[src/sv/sps_pkg.sv]
// shared types and constants for the servo pulse sequencer
package sps_pkg;

    localparam int WIDTH_W     = 16;
    localparam int LOAD_INPUTS = 4;
    localparam int PIN_OUT_W   = 4;
    localparam int SLOT_OUT_W  = 3;
    localparam int CFG_ADDR_W  = 1;
    localparam int IN_DATA_W   = LOAD_INPUTS * WIDTH_W;
    localparam int OUT_DATA_W  = 8;

    localparam int CHANNELS_DEF = 4;
    localparam int NEUTRAL_DEF  = 3000;

    localparam logic [WIDTH_W-1:0] MIN_WIDTH_RESET = 16'd2000;
    localparam logic [WIDTH_W-1:0] MAX_WIDTH_RESET = 16'd4000;
    localparam logic [WIDTH_W-1:0] MAX_PULSE       = 16'd8000;

    localparam logic [CFG_ADDR_W-1:0] REG_MIN_WIDTH = 1'd0;
    localparam logic [CFG_ADDR_W-1:0] REG_MAX_WIDTH = 1'd1;

    typedef enum logic [1:0] {
        OP_SLOT  = 2'd0,
        OP_TIMER = 2'd1,
        OP_LOAD  = 2'd2,
        OP_NONE  = 2'd3
    } opcode_t;

    typedef struct packed {
        opcode_t                                opcode;
        logic [LOAD_INPUTS-1:0][WIDTH_W-1:0]    widths;
    } item_t;

    typedef struct packed {
        logic                   pulse_busy;
        logic [SLOT_OUT_W-1:0]  slot;
        logic [PIN_OUT_W-1:0]   pin_levels;
    } result_t;

endpackage

[src/sv/servo_pulse_sequencer.sv]
// servo pulse sequencer top level
// Takes one item per clock while m_tready allows: a transfer lands in the input register,
// then the slot rotation, pulse countdown and width buffers are updated and the result
// register is written, and the result is offered on m_tvalid from the result register;
// items can stream back to back without gaps while m_tready is high. Opcode 0
// advances the slot rotation (channel slots, then the fetch slot that copies pending
// widths into the active set), opcode 1 is a pulse timer tick, opcode 2 loads clamped
// widths into the pending buffer, opcode 3 leaves the state unchanged. Each item gives
// exactly one result; stalling m_tready holds the pipeline with nothing lost. Write
// min_width (index 0) and max_width (index 1) only while the block is idle.
module servo_pulse_sequencer #(
    parameter int CHANNELS = sps_pkg::CHANNELS_DEF,
    parameter int NEUTRAL  = sps_pkg::NEUTRAL_DEF
) (
    input  logic                            aclk,
    input  logic                            aresetn,
    input  logic                            cfg_wr_en,
    input  logic [sps_pkg::CFG_ADDR_W-1:0]  cfg_addr,
    input  logic [sps_pkg::WIDTH_W-1:0]     cfg_wdata,
    input  logic                            s_tvalid,
    output logic                            s_tready,
    input  logic [1:0]                      s_tuser,    // opcode
    input  logic [sps_pkg::IN_DATA_W-1:0]   s_tdata,    // width_0, width_1, width_2, width_3
    output logic                            m_tvalid,
    input  logic                            m_tready,
    output logic [sps_pkg::OUT_DATA_W-1:0]  m_tdata     // pin_levels, slot, pulse_busy
);
    import sps_pkg::*;

    item_t   item;
    result_t result_next;
    logic    item_valid;
    logic    out_free;
    logic    advance;

    assign advance = item_valid && out_free;

    sps_in_reg u_in_reg (
        .aclk       (aclk),
        .aresetn    (aresetn),
        .s_tvalid   (s_tvalid),
        .s_tready   (s_tready),
        .s_tuser    (s_tuser),
        .s_tdata    (s_tdata),
        .take       (advance),
        .item_valid (item_valid),
        .item       (item)
    );

    sps_core #(
        .CHANNELS (CHANNELS),
        .NEUTRAL  (NEUTRAL)
    ) u_core (
        .aclk        (aclk),
        .aresetn     (aresetn),
        .cfg_wr_en   (cfg_wr_en),
        .cfg_addr    (cfg_addr),
        .cfg_wdata   (cfg_wdata),
        .advance     (advance),
        .item        (item),
        .result_next (result_next)
    );

    sps_out_reg u_out_reg (
        .aclk     (aclk),
        .aresetn  (aresetn),
        .load     (advance),
        .result   (result_next),
        .free     (out_free),
        .m_tvalid (m_tvalid),
        .m_tready (m_tready),
        .m_tdata  (m_tdata)
    );

endmodule

[src/sv/sps_in_reg.sv]
// input register stage of the servo pulse sequencer
module sps_in_reg (
    input  logic                       aclk,
    input  logic                       aresetn,
    input  logic                       s_tvalid,
    output logic                       s_tready,
    input  logic [1:0]                 s_tuser,
    input  logic [sps_pkg::IN_DATA_W-1:0] s_tdata,
    input  logic                       take,
    output logic                       item_valid,
    output sps_pkg::item_t             item
);
    import sps_pkg::*;

    logic  valid_reg;
    logic  valid_next;
    item_t item_reg;

    assign s_tready   = !valid_reg || take;
    assign item_valid = valid_reg;
    assign item       = item_reg;

    always_comb begin
        valid_next = valid_reg;
        if (s_tvalid && s_tready) begin
            valid_next = 1'b1;
        end else if (take) begin
            valid_next = 1'b0;
        end
    end

    always_ff @(posedge aclk) begin
        if (!aresetn) begin
            valid_reg <= 1'b0;
        end else begin
            valid_reg <= valid_next;
        end
    end

    always_ff @(posedge aclk) begin
        if (s_tvalid && s_tready) begin
            item_reg.opcode <= opcode_t'(s_tuser);
            item_reg.widths <= s_tdata;
        end
    end

endmodule

[src/sv/sps_core.sv]
// sequencer state and the per-item update logic
module sps_core #(
    parameter int CHANNELS = sps_pkg::CHANNELS_DEF,
    parameter int NEUTRAL  = sps_pkg::NEUTRAL_DEF
) (
    input  logic                            aclk,
    input  logic                            aresetn,
    input  logic                            cfg_wr_en,
    input  logic [sps_pkg::CFG_ADDR_W-1:0]  cfg_addr,
    input  logic [sps_pkg::WIDTH_W-1:0]     cfg_wdata,
    input  logic                            advance,
    input  sps_pkg::item_t                  item,
    output sps_pkg::result_t                result_next
);
    import sps_pkg::*;

    localparam int SLOT_W     = $clog2(CHANNELS + 1);
    localparam int SLOT_EXT_W = (SLOT_W > SLOT_OUT_W) ? SLOT_W : SLOT_OUT_W;
    localparam int PIN_EXT_W  = (CHANNELS > PIN_OUT_W) ? CHANNELS : PIN_OUT_W;
    localparam int N_LOAD     = (CHANNELS < LOAD_INPUTS) ? CHANNELS : LOAD_INPUTS;
    localparam logic [SLOT_W-1:0]  FETCH_SLOT    = SLOT_W'(CHANNELS);
    localparam logic [WIDTH_W-1:0] NEUTRAL_WIDTH = WIDTH_W'(NEUTRAL);

    logic [WIDTH_W-1:0]  min_reg;
    logic [WIDTH_W-1:0]  max_reg;
    logic [SLOT_W-1:0]   slot_reg;
    logic [SLOT_W-1:0]   slot_next;
    logic [WIDTH_W-1:0]  active_reg   [CHANNELS];
    logic [WIDTH_W-1:0]  active_next  [CHANNELS];
    logic [WIDTH_W-1:0]  pending_reg  [CHANNELS];
    logic [WIDTH_W-1:0]  pending_next [CHANNELS];
    logic [WIDTH_W-1:0]  count_reg;
    logic [WIDTH_W-1:0]  count_next;
    logic                running_reg;
    logic                running_next;
    logic [CHANNELS-1:0] pin_reg;
    logic [CHANNELS-1:0] pin_next;

    logic [SLOT_W-1:0]     slot_adv;
    logic [WIDTH_W-1:0]    sel_width;
    logic [WIDTH_W-1:0]    start_width;
    logic [WIDTH_W-1:0]    count_dec;
    logic [PIN_EXT_W-1:0]  pin_ext;
    logic [SLOT_EXT_W-1:0] slot_ext;

    // below min wins over above max
    function automatic logic [WIDTH_W-1:0] clamp_width(
        input logic [WIDTH_W-1:0] v,
        input logic [WIDTH_W-1:0] lo,
        input logic [WIDTH_W-1:0] hi
    );
        logic [WIDTH_W-1:0] r;
        if (v < lo) begin
            r = lo;
        end else if (v > hi) begin
            r = hi;
        end else begin
            r = v;
        end
        return r;
    endfunction

    always_comb begin
        slot_adv = (slot_reg >= FETCH_SLOT) ? '0 : slot_reg + SLOT_W'(1);

        sel_width = '0;
        for (int i = 0; i < CHANNELS; i++) begin
            if (slot_adv == SLOT_W'(i)) begin
                sel_width = active_reg[i];
            end
        end
        start_width = (sel_width > MAX_PULSE) ? MAX_PULSE : sel_width;
        count_dec   = (count_reg != '0) ? count_reg - WIDTH_W'(1) : count_reg;

        slot_next    = slot_reg;
        active_next  = active_reg;
        pending_next = pending_reg;
        count_next   = count_reg;
        running_next = running_reg;
        pin_next     = pin_reg;

        if (advance) begin
            case (item.opcode)
                OP_SLOT: begin
                    // every slot tick ends whatever pulse is still out
                    pin_next     = '0;
                    count_next   = '0;
                    running_next = 1'b0;
                    slot_next    = slot_adv;
                    if (slot_adv == FETCH_SLOT) begin
                        active_next = pending_reg;
                    end else if (start_width != '0) begin
                        for (int i = 0; i < CHANNELS; i++) begin
                            pin_next[i] = (slot_adv == SLOT_W'(i));
                        end
                        count_next   = start_width;
                        running_next = 1'b1;
                    end
                end
                OP_TIMER: begin
                    if (running_reg) begin
                        count_next = count_dec;
                        if (count_dec == '0) begin
                            pin_next     = '0;
                            running_next = 1'b0;
                        end
                    end
                end
                OP_LOAD: begin
                    for (int i = 0; i < N_LOAD; i++) begin
                        pending_next[i] = clamp_width(item.widths[i], min_reg, max_reg);
                    end
                end
                default: begin
                end
            endcase
        end

        pin_ext  = PIN_EXT_W'(pin_next);
        slot_ext = SLOT_EXT_W'(slot_next);
        result_next.pin_levels = pin_ext[PIN_OUT_W-1:0];
        result_next.slot       = slot_ext[SLOT_OUT_W-1:0];
        result_next.pulse_busy = running_next;
    end

    always_ff @(posedge aclk) begin
        if (!aresetn) begin
            min_reg     <= MIN_WIDTH_RESET;
            max_reg     <= MAX_WIDTH_RESET;
            slot_reg    <= FETCH_SLOT;
            count_reg   <= '0;
            running_reg <= 1'b0;
            pin_reg     <= '0;
            for (int i = 0; i < CHANNELS; i++) begin
                active_reg[i]  <= NEUTRAL_WIDTH;
                pending_reg[i] <= NEUTRAL_WIDTH;
            end
        end else begin
            if (cfg_wr_en) begin
                case (cfg_addr)
                    REG_MIN_WIDTH: min_reg <= cfg_wdata;
                    REG_MAX_WIDTH: max_reg <= cfg_wdata;
                    default: begin
                    end
                endcase
            end
            slot_reg    <= slot_next;
            active_reg  <= active_next;
            pending_reg <= pending_next;
            count_reg   <= count_next;
            running_reg <= running_next;
            pin_reg     <= pin_next;
        end
    end

    a_pin_onehot: assert property (@(posedge aclk) disable iff (!aresetn)
        $onehot0(pin_reg))
        else $error("more than one servo pin high");

    a_pin_running: assert property (@(posedge aclk) disable iff (!aresetn)
        (pin_reg != '0) == running_reg)
        else $error("pin level and pulse countdown disagree");

    a_count_live: assert property (@(posedge aclk) disable iff (!aresetn)
        running_reg |-> (count_reg != '0))
        else $error("countdown running at zero");

    a_slot_range: assert property (@(posedge aclk) disable iff (!aresetn)
        slot_reg <= FETCH_SLOT)
        else $error("slot index past fetch slot");

    a_pulse_end: assert property (@(posedge aclk) disable iff (!aresetn)
        (advance && item.opcode == OP_TIMER && running_reg && count_reg == WIDTH_W'(1))
        |=> !running_reg)
        else $error("pulse did not end on last timer tick");

endmodule

[src/sv/sps_out_reg.sv]
// result register of the servo pulse sequencer
module sps_out_reg (
    input  logic                            aclk,
    input  logic                            aresetn,
    input  logic                            load,
    input  sps_pkg::result_t                result,
    output logic                            free,
    output logic                            m_tvalid,
    input  logic                            m_tready,
    output logic [sps_pkg::OUT_DATA_W-1:0]  m_tdata
);
    import sps_pkg::*;

    logic    valid_reg;
    logic    valid_next;
    result_t result_reg;

    assign free     = !valid_reg || m_tready;
    assign m_tvalid = valid_reg;
    assign m_tdata  = {result_reg.pulse_busy, result_reg.slot, result_reg.pin_levels};

    always_comb begin
        valid_next = valid_reg;
        if (load) begin
            valid_next = 1'b1;
        end else if (m_tready) begin
            valid_next = 1'b0;
        end
    end

    always_ff @(posedge aclk) begin
        if (!aresetn) begin
            valid_reg <= 1'b0;
        end else begin
            valid_reg <= valid_next;
        end
    end

    always_ff @(posedge aclk) begin
        if (load) begin
            result_reg <= result;
        end
    end

endmodule
[config.mk]
export PLATFORM = sky130hd
export DESIGN_NAME = servo_pulse_sequencer
export DESIGN_NICKNAME = d
export VERILOG_FILES = /design/src/sv/sps_pkg.sv /design/src/sv/servo_pulse_sequencer.sv /design/src/sv/sps_in_reg.sv /design/src/sv/sps_core.sv /design/src/sv/sps_out_reg.sv
export SDC_FILE = /design/constraint.sdc
export NUM_CORES = 1
export LEC_CHECK = 0
export ABC_AREA = 0
export BUFFER_PORTS_ARGS = -buffer_cell sky130_fd_sc_hd__buf_2
export CORE_ASPECT_RATIO = 1.75
export CORE_MARGIN = 8
export CORE_UTILIZATION = 58
export CTS_CLUSTER_DIAMETER = 100
export DETAILED_ROUTE_END_ITERATION = 8
export PLACE_DENSITY = 0.77
export SKIP_CTS_REPAIR_TIMING = 1
export SYNTH_ARGS = -nofsm -noshare
export SYNTH_HDL_FRONTEND = slang
export SYNTH_SLANG_ARGS = --single-unit
[constraint.sdc]
create_clock -name aclk -period 7.4 [get_ports aclk]
set_input_delay 1.11 -clock aclk [delete_from_list [all_inputs] [get_ports aclk]]
set_output_delay 1.11 -clock aclk [all_outputs]
set_load 0.02 [all_outputs]
==> results.md <==
* P_leak at 6.230 nW
* Pwr/cell area at 210.4 mW/mm2
* Syn avg cell area at 9.212 um2
* Share of cells above drive strength 1 at 11.19%
* FF+latch count, synth at 260
* Antenna cells at 0
* Hold_sp: u_core.pending_reg[6]$_SDFFE_PN0P_
* Gr usage total at 29.31%
* Max FFs per register at 66
* Worst VDD drop at ~210 uV
* Final Wtd Congestion at 1.029
* Final Max Slew Viols at 0
* Worst reg2reg path depth at 9
* Dpl ws at 2.614 ns
* Switching Share at 27.49%
* DR vias/cell at ~6.4
* Starting density of the core at 58.55%
* Clock Power Share at 37.5%
* Drt initial violations at 940
* Peak Freq at 206.4 MHz
* Drt first pass iters at 7
* Die Area at 0.02937 mm2
* Clk_skew at 0.02741 ns
* Area of the core at 0.02374 mm2
* H-tree levels at 1
* Data required, critical path at 7.67 ns
* Final net count at ~1800
* Grt ovf at 0
* Overall Power at 3.237 mW
* Final antenna-violating net count at 0
* Bufs on Longest Clock Path at 3
* Seq pwr share at 48.4%
* Port bufs at 97
* DP HPWL at approximately 33 mm
* Pin count of the biggest net entering global routing at 78
* Minimum hold slack at 0.4488 ns
* Cell internal pwr at 2.347 mW
* Worst setup EP type: register
* Die H at around 220 um
* Setup violators final at 0
* Mapped Area at 0.01390 mm2
* Distinct cell type count after synthesis at 76
* Crit path launch type: register
* Vias in the first global route at roughly 12000
* Final WS setup at 2.554 ns
* Die Width at 133.0 um
* Combinational share of power at 14.1%
* Cells after synthesis at 1509
* Worst r2r src: u_core.slot_reg[0]$_SDFF_PN0_
* CTS tree: yes
* Mapped Nets at about 1700
* First-pass GRT wire length at 67.13 mm
* R2r setup slk at 2.55 ns
* Final wirelength at roughly 43 mm
* Via total after detailed routing at 12143
* Post-synth EDFFs at 74
* RSZ-0062 raised after global routing: false
* Switch Pwr at 0.8896 mW
* Yosys warns at 0
* Clk root buf: clkbuf_16
* Inserted Clock Buffers at 24
* Drt drc at 0
* Slew headroom at 21.99%
* Hold endpoint: u_core.active_reg[6]$_SDFFE_PN0P_
* Hold Path Class: reg -> reg
* Worst-path clk slew at 0.07 ns
* Worst slew pin tran at 1.167 ns
* Worst Path Max Fanout at 25
* Post-synth ARST share at 0%
* Setup TNS at 0 ns
* Routed WL per cell at 22.99 um
* Final Hold Fails at 0
* RR Endpoint: u_out_reg.m_tdata[7]$_DFFE_PP_
* Final period utilization at 65.49%
* Crit path time final at 4.846 ns
* Outcome: finished clean
* # IOs at 98
* Predominant post-synthesis flop cell: dfxtp_1
* Sequential fraction of the synthesis area at 42.77%
* P&R area growth vs syn at 10.68%
* CP Class: reg -> reg
* Initial antenna violation count at 0
* Sink Count at 260
* Crit path arrival time at 5.12 ns
* Max Cap Viol at 0
* Worst Hold Depth at 2
* Clock latency on the worst-skew pair at 0.55 ns
* # rows at 75
==> cell usage after synthesis (all sizes together) (4+ instances only) <==
cell / count / area, um2
ha: 128 / 1602
or2: 4 / 25.03
nor3b: 5 / 37.54
o21a: 11 / 82.58
nand3: 100 / 500.5
o211a: 5 / 50.05
mux2i: 62 / 620.6
nand2b: 13 / 81.33
nand4: 17 / 106.4
o31ai: 15 / 126.4
nor2: 41 / 156.4
a21o: 32 / 240.2
nor4: 7 / 43.79
a22oi: 13 / 97.59
edfxtp: 74 / 2222
or4: 9 / 71.32
clkbuf: 70 / 264.0
inv: 50 / 187.7
dfxtp: 186 / 3724
o2111ai: 4 / 35.03
o22ai: 9 / 56.30
or3: 13 / 81.33
o32ai: 18 / 157.7
a21oi: 125 / 625.6
a31oi: 5 / 31.28
o21ai: 48 / 240.2
and2: 12 / 75.08
a211oi: 15 / 112.6
a2111oi: 4 / 35.03
nand2: 251 / 942.2
o221ai: 43 / 376.6
o211ai: 25 / 187.7
nor2b: 12 / 75.07
nor3: 18 / 95.09
buf: 14 / 63.81
==> power by group through the flow <==
stage                     Clock (mW)  Combinational, mW  Sequential [mW]
after floorplan                    0              0.298             1.57
final                           1.21              0.458             1.56
after global placement             0              0.439             1.59
after global routing            1.27              0.498             1.57
after CTS                       1.23              0.450             1.56
after detailed placement           0              0.447             1.59
==> critical path, cell delays in order, from the launching register on <==
cell,delay (ns)
dfxtp_1,0.98
inv_1,0.25
ha_1,0.73
mux2_4,0.34
a222oi_1,0.38
inv_1,0.10
or4_4,0.54
or4b_4,0.57
o31ai_4,0.49
o31ai_1,0.14
==> worst max path at each step <==
| stage | startpoint | endpoint | slack (ns) | cells after the start |
|---|---|---|---|---|
| detailed placement | u_core.slot_reg[0]$_SDFF_PN0_ | u_out_reg.m_tdata[0]$_DFFE_PP_ | 2.61 | 9 |
| CTS | u_core.slot_reg[0]$_SDFF_PN0_ | u_out_reg.m_tdata[7]$_DFFE_PP_ | 2.58 | 9 |
| global placement | u_core.slot_reg[0]$_SDFF_PN0_ | u_out_reg.m_tdata[7]$_DFFE_PP_ | 2.67 | 9 |
| global route | u_core.slot_reg[0]$_SDFF_PN0_ | u_out_reg.m_tdata[7]$_DFFE_PP_ | 2.28 | 9 |
| finish | u_core.slot_reg[0]$_SDFF_PN0_ | u_out_reg.m_tdata[7]$_DFFE_PP_ | 2.55 | 9 |
| floorplan | u_core.slot_reg[0]$_SDFF_PN0_ | u_out_reg.m_tdata[7]$_DFFE_PP_ | 3.31 | 12 |
==> final cells by class <==
class | instances | area, um2
Clock inverter | 10 | 76.32
Clock buffer | 33 | 694.4
Tap cell | 308 | 385.4
Inverter | 51 | 191.4
Timing Repair Buffer | 114 | 615.6
Multi-Input combinational cell | 1114 | 7476
Fill cell | 2025 | 8357
Sequential cell | 260 | 5946
==> logic make-up (layout without fill, tap and decap cells) <==
kind of cell | Yosys count | in the layout | share of synthesized area [%]
xor gates and xnor gates | 3 | 3 | 0.1891
adders and majority gates | 128 | 128 | 11.52
muxes | 65 | 65 | 4.734
AOI/OAI and AO/OA | 397 | 397 | 19.35
and+or+nand+nor | 521 | 521 | 17.70
DFF | 260 | 260 | 42.77
buffers and inverters | 135 | 208 | 3.735
==> cell usage in the layout (no fill, tap or decap), types with 8 or more instances in the layout <==
master     netlist  layout
mux2i_1         62      62
nand4_1         17      17
ha_1           128     128
buf_4            0      18
or4_1            8       8
buf_2            3      96
dfxtp_1        186     186
inv_1           50      50
edfxtp_1        74      74
o211ai_1        25      25
nand3_1        100     100
nor2_1          40      40
clkbuf_16        0      24
o21a_1          11      11
or3_1           13      12
a21oi_1        125     125
nor3_1          17      16
and2_1          11      10
o22ai_1          9       9
o31ai_1         14      13
nor2b_1         12      12
o32ai_1         18      18
nand2_1        251     251
a21o_1          32      32
o221ai_1        43      43
o21ai_0         45      45
a211oi_1        15      15
nand2b_1        13      13
a22oi_1         13      13
==> metal layers <==
| layer | share of wire, % | vias to the layer above | track usage, % |
|---|---|---|---|
| li1 | - | 5725 | - |
| met1 | 36 | 5755 | 30.21 |
| met2 | 52 | 505 | 54.02 |
| met3 | 4.5 | 158 | 2.841 |
| met4 | 7.6 | 0 | 22.06 |
| met5 | 0 | - | 0 |
==> stage by stage <==
step                util (%)  cells  cell area (um2)
floorplan                  -   1509            13900
global placement       61.55   1847            14610
detailed placement     61.55   1847            14610
CTS                    64.80   1890            15380
global route           64.80   1890            15380
finish                 64.80   1890            15380
(Power assumes the default switching activity.)
